<file path="src/rtl/core/ubds_pkg.sv">
// ----------------------------------------------------------------------------
// ubds_pkg
// shared widths and constants for the baud divisor and oversampling search
// ----------------------------------------------------------------------------
package ubds_pkg;

    localparam int unsigned DATA_W   = 32;          // clock and baud words
    localparam int unsigned OSR_W    = 5;           // oversampling code
    localparam int unsigned RATIO_W  = OSR_W + 1;   // code + 1, up to 32
    localparam int unsigned PROD_W   = DATA_W + RATIO_W;
    localparam int unsigned REM_W    = PROD_W - 1;  // product stays below 2**37

    localparam int unsigned MAX_DIVISOR_DEF = 8191;

    localparam logic [DATA_W-1:0] CLOCK_HZ_RST = 32'd48000000;

    localparam logic [OSR_W-1:0] OSR_FIRST = 5'd31;
    localparam logic [OSR_W-1:0] OSR_LAST  = 5'd4;

    localparam int unsigned CNT_W = $clog2(DATA_W);

    typedef logic [DATA_W-1:0] word_t;

endpackage

</file>
<file path="src/rtl/core/uart_baud_divisor_search.sv">
// ----------------------------------------------------------------------------
// uart_baud_divisor_search
// picks oversampling code and baud divisor nearest a requested baud rate
// ----------------------------------------------------------------------------
//
//  channel   signals                         direction  handshake
//  -------   ------------------------------  ---------  ------------------------
//  config    cfg_wr_en, cfg_wr_data          in         write on cfg_wr_en
//  request   in_valid/in_ready, baud_rate    in         valid and ready
//  result    out_valid/out_ready,            out        valid and ready
//            osr_code, divisor
//
//  each oversampling code, from 31 down to 4, takes one multiply and one
//  division for the base divisor, plus one multiply and one division per
//  divisor candidate tried (at most two per code); a zero baud rate skips
//  the search; one restoring divider is shared by every division
//  rst_n clears the sequencer and result valid and loads the 48 MHz clock
//  the next request is taken once the result sits in the output register;
//  a stalled result holds the sequencer in its final state
// ----------------------------------------------------------------------------
module uart_baud_divisor_search
#(
    parameter int unsigned MAX_DIVISOR = ubds_pkg::MAX_DIVISOR_DEF,
    localparam int unsigned DIV_W      = $clog2(MAX_DIVISOR + 1)
)
(
    input  logic                       clk,
    input  logic                       rst_n,
    // configuration
    input  logic                       cfg_wr_en,
    input  logic [ubds_pkg::DATA_W-1:0] cfg_wr_data,
    // request
    input  logic                       in_valid,
    output logic                       in_ready,
    input  logic [ubds_pkg::DATA_W-1:0] baud_rate,
    // result
    output logic                       out_valid,
    input  logic                       out_ready,
    output logic [ubds_pkg::OSR_W-1:0] osr_code,
    output logic [DIV_W-1:0]           divisor
);

    import ubds_pkg::*;

    // candidate divisor carries one extra bit so base + 1 fits
    localparam int unsigned CAND_W = DIV_W + 1;

    // sequencer codes
    localparam logic [2:0] S_IDLE     = 3'd0;
    localparam logic [2:0] S_MUL_BASE = 3'd1;   // baud * ratio into divider
    localparam logic [2:0] S_DIV_BASE = 3'd2;   // clock / (baud * ratio)
    localparam logic [2:0] S_CHK_BASE = 3'd3;   // skip zero or oversized base
    localparam logic [2:0] S_MUL_CAND = 3'd4;   // candidate * ratio into divider
    localparam logic [2:0] S_DIV_CAND = 3'd5;   // achieved rate
    localparam logic [2:0] S_CMP_CAND = 3'd6;   // error compare, keep best
    localparam logic [2:0] S_DONE     = 3'd7;   // hand result to output stage

    // control state
    logic [2:0]        state_reg, state_next;
    logic [CNT_W-1:0]  cnt_reg, cnt_next;
    logic [OSR_W-1:0]  code_reg, code_next;
    logic              second_reg, second_next;
    logic              found_reg, found_next;
    logic              out_valid_reg, out_valid_next;
    word_t             clock_hz_reg, clock_hz_next;

    // datapath
    word_t             baud_reg, baud_next;
    logic [CAND_W-1:0] cand_reg, cand_next;
    logic [PROD_W-1:0] dvs_reg, dvs_next;
    logic [REM_W-1:0]  rem_reg, rem_next;
    word_t             q_reg, q_next;
    word_t             min_err_reg, min_err_next;
    logic [OSR_W-1:0]  best_code_reg, best_code_next;
    logic [DIV_W-1:0]  best_div_reg, best_div_next;
    logic [OSR_W-1:0]  osr_out_reg, osr_out_next;
    logic [DIV_W-1:0]  div_out_reg, div_out_next;

    // shared multiplier: one operand times the oversampling ratio
    logic [RATIO_W-1:0] ratio;
    word_t              mul_a;
    logic [PROD_W-1:0]  product;

    // shared divider step
    logic [PROD_W-1:0]  rem_sh;
    logic               rem_ge;
    logic [PROD_W-1:0]  rem_sub;

    word_t              err;
    logic               base_bad;
    logic               have_next_cand;

    assign ratio   = {1'b0, code_reg} + RATIO_W'(1);
    assign mul_a   = (state_reg == S_MUL_BASE) ? baud_reg
                                               : DATA_W'(cand_reg);
    assign product = PROD_W'(mul_a) * PROD_W'(ratio);

    assign rem_sh  = {rem_reg, q_reg[DATA_W-1]};
    assign rem_ge  = (rem_sh >= dvs_reg);
    assign rem_sub = rem_sh - dvs_reg;

    assign err      = (baud_reg > q_reg) ? (baud_reg - q_reg) : (q_reg - baud_reg);
    assign base_bad = (q_reg == '0) || (q_reg > DATA_W'(MAX_DIVISOR));
    assign have_next_cand = !second_reg && (cand_reg < CAND_W'(MAX_DIVISOR));

    assign in_ready  = (state_reg == S_IDLE);
    assign out_valid = out_valid_reg;
    assign osr_code  = osr_out_reg;
    assign divisor   = div_out_reg;

    always_comb
    begin
        state_next     = state_reg;
        cnt_next       = cnt_reg;
        code_next      = code_reg;
        second_next    = second_reg;
        found_next     = found_reg;
        out_valid_next = out_valid_reg;
        clock_hz_next  = clock_hz_reg;
        baud_next      = baud_reg;
        cand_next      = cand_reg;
        dvs_next       = dvs_reg;
        rem_next       = rem_reg;
        q_next         = q_reg;
        min_err_next   = min_err_reg;
        best_code_next = best_code_reg;
        best_div_next  = best_div_reg;
        osr_out_next   = osr_out_reg;
        div_out_next   = div_out_reg;

        if (cfg_wr_en)
        begin
            clock_hz_next = cfg_wr_data;
        end

        if (out_valid_reg && out_ready)
        begin
            out_valid_next = 1'b0;
        end

        unique case (state_reg)
            S_IDLE:
            begin
                if (in_valid)
                begin
                    baud_next      = baud_rate;
                    code_next      = OSR_FIRST;
                    found_next     = 1'b0;
                    best_code_next = '0;
                    best_div_next  = '0;
                    min_err_next   = '0;
                    // a zero rate has no fit
                    state_next     = (baud_rate == '0) ? S_DONE : S_MUL_BASE;
                end
            end

            S_MUL_BASE, S_MUL_CAND:
            begin
                dvs_next   = product;
                q_next     = clock_hz_reg;
                rem_next   = '0;
                cnt_next   = '0;
                state_next = (state_reg == S_MUL_BASE) ? S_DIV_BASE : S_DIV_CAND;
            end

            S_DIV_BASE, S_DIV_CAND:
            begin
                // restoring division, one quotient bit per cycle
                rem_next = rem_ge ? rem_sub[REM_W-1:0] : rem_sh[REM_W-1:0];
                q_next   = {q_reg[DATA_W-2:0], rem_ge};
                cnt_next = cnt_reg + CNT_W'(1);
                if (cnt_reg == CNT_W'(DATA_W - 1))
                begin
                    state_next = (state_reg == S_DIV_BASE) ? S_CHK_BASE : S_CMP_CAND;
                end
            end

            S_CHK_BASE:
            begin
                if (base_bad)
                begin
                    if (code_reg == OSR_LAST)
                    begin
                        state_next = S_DONE;
                    end
                    else
                    begin
                        code_next  = code_reg - OSR_W'(1);
                        state_next = S_MUL_BASE;
                    end
                end
                else
                begin
                    cand_next   = q_reg[CAND_W-1:0];
                    second_next = 1'b0;
                    state_next  = S_MUL_CAND;
                end
            end

            S_CMP_CAND:
            begin
                // strict compare so the first candidate wins a tie
                if (!found_reg || (err < min_err_reg))
                begin
                    found_next     = 1'b1;
                    min_err_next   = err;
                    best_code_next = code_reg;
                    best_div_next  = cand_reg[DIV_W-1:0];
                end
                if (have_next_cand)
                begin
                    cand_next   = cand_reg + CAND_W'(1);
                    second_next = 1'b1;
                    state_next  = S_MUL_CAND;
                end
                else if (code_reg == OSR_LAST)
                begin
                    state_next = S_DONE;
                end
                else
                begin
                    code_next  = code_reg - OSR_W'(1);
                    state_next = S_MUL_BASE;
                end
            end

            S_DONE:
            begin
                // wait for a free output register
                if (!out_valid_reg || out_ready)
                begin
                    out_valid_next = 1'b1;
                    osr_out_next   = best_code_reg;
                    div_out_next   = best_div_reg;
                    state_next     = S_IDLE;
                end
            end

            default:
            begin
                state_next = S_IDLE;
            end
        endcase
    end

    always_ff @(posedge clk or negedge rst_n)
    begin
        if (!rst_n)
        begin
            state_reg     <= S_IDLE;
            cnt_reg       <= '0;
            code_reg      <= '0;
            second_reg    <= 1'b0;
            found_reg     <= 1'b0;
            out_valid_reg <= 1'b0;
            clock_hz_reg  <= CLOCK_HZ_RST;
        end
        else
        begin
            state_reg     <= state_next;
            cnt_reg       <= cnt_next;
            code_reg      <= code_next;
            second_reg    <= second_next;
            found_reg     <= found_next;
            out_valid_reg <= out_valid_next;
            clock_hz_reg  <= clock_hz_next;
        end
    end

    always_ff @(posedge clk)
    begin
        baud_reg      <= baud_next;
        cand_reg      <= cand_next;
        dvs_reg       <= dvs_next;
        rem_reg       <= rem_next;
        q_reg         <= q_next;
        min_err_reg   <= min_err_next;
        best_code_reg <= best_code_next;
        best_div_reg  <= best_div_next;
        osr_out_reg   <= osr_out_next;
        div_out_reg   <= div_out_next;
    end

`ifndef ASSERT_OFF
    // a taken request starts the search, or finishes at once for a zero rate
    a_start: assert property (@(posedge clk) disable iff (!rst_n)
        (in_valid && in_ready) |=> (state_reg == S_MUL_BASE || state_reg == S_DONE))
        else $error("search did not start after request");

    // either both result fields are zero or neither is
    a_no_fit: assert property (@(posedge clk) disable iff (!rst_n)
        out_valid |-> ((osr_code == '0) == (divisor == '0)))
        else $error("result fields disagree on fit");

    // a fitted code is never below the last searched code
    a_code_range: assert property (@(posedge clk) disable iff (!rst_n)
        (out_valid && (osr_code != '0)) |-> (osr_code >= OSR_LAST))
        else $error("oversampling code out of range");

    // a kept candidate always has a nonzero divisor within the limit
    a_best: assert property (@(posedge clk) disable iff (!rst_n)
        found_reg |-> (best_div_reg != '0 && DATA_W'(best_div_reg) <= DATA_W'(MAX_DIVISOR)))
        else $error("kept divisor out of range");

    // the divider counter only moves while dividing
    a_cnt: assert property (@(posedge clk) disable iff (!rst_n)
        (cnt_reg != '0) |-> (state_reg == S_DIV_BASE || state_reg == S_DIV_CAND
                             || $past(state_reg == S_DIV_BASE || state_reg == S_DIV_CAND)))
        else $error("divider counter runs outside a division");
`endif

endmodule
</file>
<file path="config.mk">
export PLATFORM = sky130hd
export DESIGN_NAME = uart_baud_divisor_search
export DESIGN_NICKNAME = d
export VERILOG_FILES = /design/src/rtl/core/ubds_pkg.sv /design/src/rtl/core/uart_baud_divisor_search.sv
export SDC_FILE = /design/constraint.sdc
export NUM_CORES = 1
export LEC_CHECK = 0
export BUFFER_PORTS_ARGS = -buffer_cell sky130_fd_sc_hd__buf_2
export CORE_MARGIN = 3
export CORE_UTILIZATION = 64
export DETAILED_ROUTE_END_ITERATION = 10
export PLACE_DENSITY = 0.83
export SYNTH_ARGS = -nofsm -noshare
export SYNTH_HDL_FRONTEND = slang
export SYNTH_SLANG_ARGS = --single-unit
</file>
<file path="constraint.sdc">
create_clock -name clk -period 9.2 [get_ports clk]
set_input_delay 1.84 -clock clk [delete_from_list [all_inputs] [get_ports clk]]
set_output_delay 1.84 -clock clk [all_outputs]
set_load 0.02 [all_outputs]
</file>
### Word-level counts from Yosys, hierarchy flattened

Index checks and enable logic that the tools add are counted.

* input bits: 69
* bits in registers: 269
* output and inout port bits: 20

* $mul: 1
* equal/unequal tests: 17
* reduce and logical (&&, ||, !) cells: 23
* multiplexer cells: 42
* $lt $le $gt $ge: 5
* $add $sub $neg: 7

Operators with widths (count)
* two-way mux 32 bit: 4
* case mux 32 bit (2 select lines): 2
* case mux 37 bit (2 select lines): 1
* logical NOT 32 bit: 2
* subtractor 32 bit: 2
* greater-or-equal comparator 38 bit: 1
* multiplier 32 x 6 -> 38 bit: 1
* two-way mux 37 bit: 1
* subtractor 37 bit: 1
* greater-than comparator 32 x 13 -> 1 bit (second input constant): 1
* greater-than comparator 32 bit: 1
* less-than comparator 32 bit: 1
* two-way mux 5 bit: 6
* two-way mux 14 bit: 2
* case mux 14 bit (2 select lines): 1
* two-way mux 3 bit: 9
* two-way mux 13 bit: 2
* case mux 13 bit (2 select lines): 1
* case mux 5 bit (2 select lines): 2
* case mux 3 bit (6 select lines): 1
* != test 2 bit (second input constant): 8
* case mux 5 bit (3 select lines): 1
* adder 14 x 1 -> 14 bit (second input constant): 1
* less-than comparator 14 x 13 -> 1 bit (second input constant): 1
* other kinds (20): 42

### Depth between registers and ports, before layout

Gate-level depths: netlist of run 1.

* word-level depth: 6
* mapped depth: 24
* mapped depth without buffers: 23

### Worst setup path before layout of run 1

No wires, ideal clock.

* kind: flip-flop to flip-flop
* start point: reg q_reg[0]
* end point: reg best_code_reg[0], enable pin
* clock period less this slack: 8.375 ns
* required time: 8.673 ns
* path slack: 0.825 ns
* arrival: 7.849 ns
* path buffers: 0
* library setup time: 0.527 ns
* cell stages (with the launch flop): 24
* path through: edfxtp_1 > inv_1 > ha_1 > inv_1 > fa_1 > a21oi_1 > o21ai_0 > a2111oi_0 > nor2_1 > a211o_1 > a21oi_2 > nor4_1 > or4_1 > and2_1 > ha_1 > a21o_1 > a21o_1 > a21o_1 > a21o_1 > a21o_1 > a21o_1 > a21oi_1 > nand2_1 > o21ai_0

* word-level cells in the longest chain between the ends: 6

RTL lines
* start, declared: RTL line uart_baud_divisor_search.sv:72 `word_t q_reg, q_next;`
* start signal, assigned: RTL line uart_baud_divisor_search.sv:276 `q_reg <= q_next;`
* subtractor 32 bit or greater-than comparator 32 bit (tied branches): RTL line uart_baud_divisor_search.sv:102 `assign err = (baud_reg > q_reg) ? (baud_reg - q_reg) : (q_reg - baud_reg);`
* two-way mux 32 bit *: RTL line uart_baud_divisor_search.sv:102
* via err[24]: RTL line uart_baud_divisor_search.sv:89 `word_t err;`
* less-than comparator 32 bit *: RTL line uart_baud_divisor_search.sv:203 `if (!found_reg || (err < min_err_reg))`
* logical OR 1 bit *: RTL line uart_baud_divisor_search.sv:203
* != test 2 bit (no line) *
* AND reduction 3 bit (no line) *
* end signal, assigned: RTL line uart_baud_divisor_search.sv:278 `best_code_reg <= best_code_next;`
* end, declared: RTL line uart_baud_divisor_search.sv:74 `logic [OSR_W-1:0] best_code_reg, best_code_next;`

The timed path passes the listed nets; every way through them passes the cells marked *.
A chain may end at the register's enable or synchronous reset.

### Final worst setup path of run 1

* start point: reg code_reg[0]
* end point: reg dvs_reg[36], data pin

* word-level cells in the longest chain between the ends: 2

RTL lines
* start, declared: RTL line uart_baud_divisor_search.sv:61 `logic [OSR_W-1:0] code_reg, code_next;`
* start signal, assigned: RTL line uart_baud_divisor_search.sv:262 `code_reg <= code_next;`
* adder 5 x 1 -> 6 bit: RTL line uart_baud_divisor_search.sv:93 `assign ratio = {1'b0, code_reg} + RATIO_W'(1);`
* multiplier 32 x 6 -> 38 bit: RTL line uart_baud_divisor_search.sv:96 `assign product = PROD_W'(mul_a) * PROD_W'(ratio);`
* via product[36]: RTL line uart_baud_divisor_search.sv:82 `logic [PROD_W-1:0] product;`
* end signal, assigned: RTL line uart_baud_divisor_search.sv:274 `dvs_reg <= dvs_next;`
* end, declared: RTL line uart_baud_divisor_search.sv:70 `logic [PROD_W-1:0] dvs_reg, dvs_next;`

The timed path passes the listed nets, and every way through them passes these cells.

==> results by group, run 1 <==
Outcome
  – Run status: complete, no violations

Yosys
  – Most frequent cells after synthesis: inv_1 (314), nand2_1 (247), edfxtp_1 (221)
  – Synthesis Warnings: 0
  – Number of synthesized flops with an enable pin: 221
  – Syn Area/Cell: 9.115 um^2
  – Most common cell in the netlist: inv_1
  – Net Count, Synth: 2946
  – Synth area leaders: edfxtp_1 (28%), fa_1 (11%), ha_1 (9.8%)
  – Post-synth top flop: edfxtp_1
  – Asr flop ratio synth: 17.84%
  – Register area share after synthesis: 33.52%
  – Synth cell types: 84
  – Yosys reg bits: 269
  – Top cell type's share of synthesized area: 28.34%
  – Area of the mapped netlist: 23420 um^2
  – Post-synth top area cell: edfxtp_1
  – Cells after synthesis: 2569

Timing
  – Setup TNS: 0 ns
  – PnR worst setup slack: 1.911 ns
  – Tcrit/Tclk final: 79.23%
  – Setup repair after global routing missed its margin: no
  – F_max: 0.1372 GHz
  – Final Critical Period: 7.289 ns
  – Clock Skew: 0.03137 ns
  – Final setup violation count: 0
  – Worst Tran Pin Value: 1.107 ns
  – Hold Vio Cnt, Final: 0
  – Final slew viol count: 0
  – Slew Limit Headroom: 25.98%

Hold path
  – Hold path cells: 0
  – Min-Delay Endpoint: divisor[10]
  – Min-delay src: best_div_reg[10]
  – Hold WC Path Type: reg2reg

Route
  – Routed Antenna Nets: 0
  – # DRC: 0
  – DR pass1 iterations: 7
  – Iteration-0 DRC Markers: 2046
  – Vias: 19.45k
  – WL/cell: 20.59 um
  – Routed wire length: 63300 um
  – Via/cell ratio: 6.327

Setup path
  – Crit path max fanout: 20
  – CP Capture Type: flop
  – Most frequent CP cell: fa_1
  – CP cell instances: inv_1, ha_1, and2_0, nand2_1, fa_1, fa_1, fa_1, inv_1, ha_1, nand2_1, nor2_1, o211ai_1, a21oi_1, nor2_1, a2111oi_0, o311ai_0, a211oi_1, o311ai_0
  – Worst EP arrival: 7.59 ns
  – Slowest-stage cell, CP: a2111oi_0
  – FF-to-FF path depth: 18
  – Crit path buf inv count: 2
  – Reg2Reg Setup Slack: 1.91 ns
  – Critical Path RT: 9.50 ns
  – Crit path launch type: flop
  – Worst R2R End: dvs_reg[36]
  – Slowest stage delay, CP: 0.76 ns
  – Reg-to-reg startpoint: code_reg[0]
  – Delay-heaviest family, CP: adder cells
  – Worst Setup Path Type: reg2reg

Cells and area
  – FF+latch area: 7850 um^2
  – Layout cells sized above 1: 9.185%
  – Area growth, synth to finish: 7.240%
  – Largest register FFs: 38
  – Inserted Diodes: 0
  – Nets@finish: 2966
  – # fillers: 2714
  – Multi-input logic area: 13930 um^2

Global routing
  – Busiest grt layer: met2
  – Largest net degree at the start of global routing: 99
  – Gr usage total: 32.67%
  – Met3 usage in global routing: 6.857%
  – GR Overflow Total: 0
  – Met2 Track Usage GR: 50.55%
  – GR Layer Usage met1: 46.93%
  – Vias in the first global route: 19.17k
  – First-pass GRT wire length: 102000 um
  – Antenna violations before repair: 0

Place
  – Routability Congestion: 1.010
  – Port Buffers: 88
  – Setup Slack @ Placement: 2.094 ns
  – DP Wirelength: 48420 um

Clock network
  – CTS Hold Bufs: 0
  – CTS tree: done
  – Clock Latency Late Sink: 0.60 ns
  – H-tree lvl count: 1
  – CTS resizes: 0
  – Clock tree buffer depth: 3
  – Clock-pin slew on the worst setup and hold paths: 0.06 ns
  – Root buf cell: clkbuf_16
  – Number of post-CTS setup repair buffers: 0
  – Sink Count: 269
  – Num CTS Buffers: 30

Floorplan
  – Core area: 35830 um^2
  – Rows: 69
  – Die Ht: 197.3 um
  – # IOs: 89
  – Initial Util: 65.36%
  – Die width: 197.3 um
  – Die area: 38920 um^2

Flow run
  – Max-Cap Viols: 0
## worst register-to-register path, delay by kind of cell (launching register included)
| kind | cells | cell delay, ns |
|---|---|---|
| fa+ha+maj | 5 | 2.67 |
| compound gates | 6 | 2.05 |
| simple gates | 5 | 1.23 |
| flops | 1 | 0.75 |
| buf+inv | 2 | 0.30 |
## kinds of logic (layout without fill, tap and decap cells)
logic type / after synthesis / count (layout) / synth area share (%)
flops: 269 / 269 / 33.52
xor+xnor: 95 / 95 / 3.553
compound gates: 571 / 571 / 15.51
mux: 64 / 64 / 2.923
buf+inv: 434 / 478 / 7.170
simple gates: 828 / 828 / 16.89
fa+ha+maj: 308 / 308 / 20.43
## worst max-delay path by stage
stage | from | to | slack (ns) | cells past startpoint
floorplan | q_reg[0] | best_code_reg[0] | 0.82 | 23
global placement | state_reg[0] | dvs_reg[36] | 2.41 | 20
detailed placement | state_reg[0] | dvs_reg[36] | 2.09 | 20
CTS | state_reg[0] | dvs_reg[36] | 2.05 | 20
global route | code_reg[0] | dvs_reg[36] | 1.35 | 18
finish | code_reg[0] | dvs_reg[36] | 1.91 | 18
## cell type report
| type | count | area share, % |
|---|---|---|
| multi-input combinational | 1866 | 55.46 |
| sequential | 269 | 31.26 |
| timing repair buffer | 108 | 2.352 |
| tap | 461 | 2.297 |
| inverter | 314 | 4.693 |
| clock inverter | 19 | 0.6876 |
| clock buffer | 37 | 3.253 |
## metrics by stage
step	hold WS (ns)	area, um^2	cells	util [%]
CTS	0.4203	25110	3074	70.09
finish	0.4219	25110	3074	70.09
global route	0.4313	25110	3074	70.09
global placement	0.4056	24120	3018	67.33
detailed placement	0.4056	24120	3018	67.33
floorplan	0.4003	23420	2569	-
## routing by layer
metal	routed length (um)	part of all wire, %
met1	27120	43
met2	28220	45
met3	6009	9.5
met4	1949	3.1
met5	0	0
## cell usage in the layout, fill, tap and decap left out, types with 33 or more instances in the layout
cell type,instances
a211oi_1,33
a21o_1,72
a21oi_1,162
and2_1,39
buf_2,88
dfrtp_1,38
edfxtp_1,221
fa_1,124
ha_1,184
inv_1,313
mux2_2,35
nand2_1,247
nand3_1,82
nand4_1,37
nor2_1,217
nor2b_1,36
nor3_1,35
o21ai_0,142
xnor2_1,61
xor2_1,33
Power of run 1 is not shown: default switching activity piles up to over one toggle a cycle in this logic, so the estimate is an artifact.
==> inputs of run 2 (changes only) <==
--- a/config.mk
+++ b/config.mk
@@ -5,11 +5,12 @@
 export SDC_FILE = /design/constraint.sdc
 export NUM_CORES = 1
 export LEC_CHECK = 0
+export ABC_AREA = 1
 export BUFFER_PORTS_ARGS = -buffer_cell sky130_fd_sc_hd__buf_2
 export CORE_MARGIN = 3
-export CORE_UTILIZATION = 64
+export CORE_UTILIZATION = 58
 export DETAILED_ROUTE_END_ITERATION = 10
-export PLACE_DENSITY = 0.83
+export PLACE_DENSITY = 0.79
 export SYNTH_ARGS = -nofsm -noshare
 export SYNTH_HDL_FRONTEND = slang
 export SYNTH_SLANG_ARGS = --single-unit
==> constraint.sdc (replaced) <==
create_clock -name clk -period 6.5 [get_ports clk]
set_input_delay 1.3 -clock clk [delete_from_list [all_inputs] [get_ports clk]]
set_output_delay 1.3 -clock clk [all_outputs]
set_load 0.02 [all_outputs]
==> run 2 against run 1 <==
Against the previous run:
- die area rose by 23%
- global-route usage fell by 1.9 points
- non-clock buffer count rose by 6
- register-to-register slack got worse by 1.3 ns
- sequential share of layout area fell by 3.6 points
- maximum frequency rose by 24%
- clock-buffer cell count rose by 5
- clock skew fell by 0.013 ns
- wire length rose by 15%
- area after synthesis rose by 12%
- flip-flop and latch count did not move
==> results by group, run 2 <==
Yosys
  – Adder-Cell Fraction of Synth Area: 18.23% (-2.2 points)
  – Register area share after synthesis: 29.90% (-3.6 points)
  – Most common cell in the netlist: nand2_1
  – Largest family of logic cells by synthesized area: simple AND/OR/NAND/NOR gates
  – Post-Synth XOR/XNOR Area: 2.669% (-0.88 points)
  – Synth cell types: 53 (-37%)
  – Top cell type's share of synthesized area: 25.28% (-3.1 points)
  – Cells after synthesis: 3655 (+42%)
  – Post-synth top area cell: edfxtp_1
  – Synth area leaders: edfxtp_1 (25%), nand2_1 (16%), inv_1 (11%)
  – Asr flop ratio synth: 17.84% (unchanged)
  – Syn Area/Cell: 7.182 um^2 (-21%)
  – Number of synthesized flops with an enable pin: 221 (unchanged)
  – Yosys reg bits: 269 (unchanged)
  – Net Count, Synth: 4032 (+37%)
  – Area of the mapped netlist: 26250 um^2 (+12%)
  – Post-synth top flop: edfxtp_1
  – Most frequent cells after synthesis: nand2_1 (1092), inv_1 (748), nor2_1 (417)
  – Synthesis Warnings: 0 (unchanged)
  – Synth Area in Simple Gates: 28.67% (+12 points)
  – Post-synthesis compound-gate area fraction: 6.925% (-8.6 points)
  – Mux contribution to synthesized area: 1.330% (-1.6 points)

Floorplan
  – Rows: 77 (+12%)
  – Die area: 47850 um^2 (+23%)
  – Die Ht: 218.7 um (+11%)
  – Die width: 218.7 um (+11%)
  – Initial Util: 58.98% (-6.4 points)
  – Core area: 44510 um^2 (+24%)
  – # IOs: 89 (unchanged)

Timing
  – Clock Skew: 0.01810 ns (-0.01327 ns)
  – F_max: 0.1704 GHz (+24%)
  – Worst Tran Pin Value: 1.179 ns (+0.07217 ns)
  – Tcrit/Tclk final: 90.27% (+11 points)
  – Setup TNS: 0 ns (unchanged)
  – Hold Vio Cnt, Final: 0 (unchanged)
  – Final Critical Period: 5.867 ns (-1.422 ns)
  – Final slew viol count: 0 (unchanged)
  – Final setup violation count: 0 (unchanged)
  – Setup repair after global routing missed its margin: no
  – Slew Limit Headroom: 20.81% (-5.2 points)

Cells and area
  – # fillers: 4062 (+50%)
  – Final Cell Area: 28360 um^2 (+13%)
  – Area growth, synth to finish: 8.036%
  – Layout cells sized above 1: 8.448% (-0.74 points)
  – Most frequent cells in the layout: nand2_1 (1090), inv_1 (748), nor2_1 (416)
  – Nets@finish: 4116 (+39%)
  – Inserted Diodes: 0 (unchanged)
  – Most common cell after layout, fill and taps aside: nand2_1
  – Largest register FFs: 38 (unchanged)

Setup path
  – Worst Setup Path Type: reg2reg
  – FF-to-FF path depth: 16 (-2)
  – Crit path launch type: flop
  – CP cell instances: nor2_1, nand2_1, o21ai_0, nor2_1, fa_1, fa_1, inv_1, fa_1, inv_1, ha_1, nand2_1, o21ai_0, nor2_1, o21ai_0, a21oi_1, xnor2_1
  – Worst EP arrival: 6.26 ns (-1.33 ns)
  – Critical Path RT: 6.89 ns (-2.61 ns)
  – Crit path max fanout: 14 (-30%)
  – Reg2Reg Setup Slack: 0.63 ns (-1.28 ns)
  – Reg-to-reg startpoint: state_reg[1]
  – Slowest-stage cell, CP: o21ai_0
  – Slowest stage delay, CP: 0.88 ns (+0.12 ns)
  – Worst R2R End: dvs_reg[24]
  – CP Capture Type: flop

Hold path
  – Hold path cells: 0 (unchanged)
  – Hold WC Path Type: reg2reg
  – Min-delay src: best_div_reg[9]
  – Min-Delay Endpoint: divisor[9]

Clock network
  – CTS Hold Bufs: 0 (unchanged)
  – Root buf cell: clkbuf_16
  – Num CTS Buffers: 31 (+3.3%)
  – Clock tree buffer depth: 3 (unchanged)
  – Clock Latency Late Sink: 0.61 ns (about the same)
  – CTS tree: done
  – Number of post-CTS setup repair buffers: 0 (unchanged)
  – CTS resizes: 0 (unchanged)
  – Clock-pin slew on the worst setup and hold paths: 0.06 ns (about the same)
  – Sink Count: 269 (unchanged)
  – H-tree lvl count: 1 (unchanged)

Global routing
  – GR Overflow Total: 0 (unchanged)
  – Largest net degree at the start of global routing: 72 (-27%)
  – Vias in the first global route: 22.28k (+16%)
  – Gr usage total: 30.80% (-1.9 points)
  – First-pass GRT wire length: 116600 um (+14%)
  – Antenna violations before repair: 3 (+3)

Route
  – Routed wire length: 72970 um (+15%)
  – # DRC: 0 (unchanged)
  – Via/cell ratio: 5.404 (-15%)
  – Routed Antenna Nets: 0 (unchanged)
  – Vias: 23.54k (+21%)
  – Iteration-0 DRC Markers: 2688 (+31%)
  – WL/cell: 16.75 um (-19%)
  – DR pass1 iterations: 6 (-1)

Place
  – Port Buffers: 88 (unchanged)
  – Post-Place Cell Area: 27300 um^2 (+13%)
  – Routability Congestion: 1.046 (+3.6%)
  – DP Wirelength: 58550 um (+21%)

Flow run
  – Max-Cap Viols: 0 (unchanged)

Outcome
  – Run status: complete, no violations
## run 2: cells by family after synthesis
| kind of cell | after synthesis |
|---|---|
| simple gates | 1814 |
| buf+inv | 823 |
| compound gates | 330 |
| fa+ha+maj | 308 |
| flops | 269 |
| xor+xnor | 80 |
| mux | 31 |
## run 2: per-stage QoR
| stage | instances | utilization [%] | hold WS (ns) | worst slack [ns] |
|---|---|---|---|---|
| 3_3_place_gp | 4298 | 61.34 | 0.4024 | 0.7294 |
| 4_1_cts | 4356 | 63.72 | 0.4229 | 0.7701 |
| 6_report | 4356 | 63.72 | 0.4219 | 0.6326 |
| 5_1_grt | 4356 | 63.72 | 0.4310 | 0.2757 |
| 2_1_floorplan | 3655 | - | 0.4003 | 1.488 |
| 3_5_place_dp | 4298 | 61.34 | 0.4080 | 0.8020 |
## run 2: cell type report
cell class              instances  area, um^2  share of cell area (%)
multi-input cells            2563       15220                   53.67
flip-flops and latches        269        7850                   27.68
inverters                     760        2855                   10.07
clock buffers                  42       857.1                   3.022
well taps                     592       740.7                   2.612
repair buffers                114       635.6                   2.241
clock inverters                16       200.2                  0.7059
## run 2: how the worst max path moves through the flow
stage | startpoint | to | slack [ns] | depth (start not counted)
2_1_floorplan | code_reg[0] | dvs_reg[27] | 1.49 | 23
3_3_place_gp | code_reg[0] | dvs_reg[24] | 0.73 | 19
3_5_place_dp | code_reg[0] | dvs_reg[24] | 0.80 | 19
4_1_cts | state_reg[1] | dvs_reg[24] | 0.77 | 16
5_1_grt | code_reg[0] | dvs_reg[24] | 0.28 | 19
6_report | state_reg[1] | dvs_reg[24] | 0.63 | 16
## run 2: routing by layer
layer  share of wire [%]  global-route usage [%]  vias to the layer above
li1                    -                       -                    11470
met1                  44                   44.70                    10850
met2                  43                   46.96                     1071
met3                  10                   6.229                      152
met4                 3.1                   8.749                        6
met5               0.040                       0                        -
## run 2: critical path: cells and delay by family (launching register included)
kind / cells / cell delay, ns
AOI/OAI and AO/OA: 4 / 1.86
adders and majority gates: 4 / 1.86
DFF: 1 / 0.45
xor gates and xnor gates: 1 / 0.31
buffers and inverters: 2 / 0.10
and+or+nand+nor: 5 / 1.07
Power of run 2 is left out for the same reason.
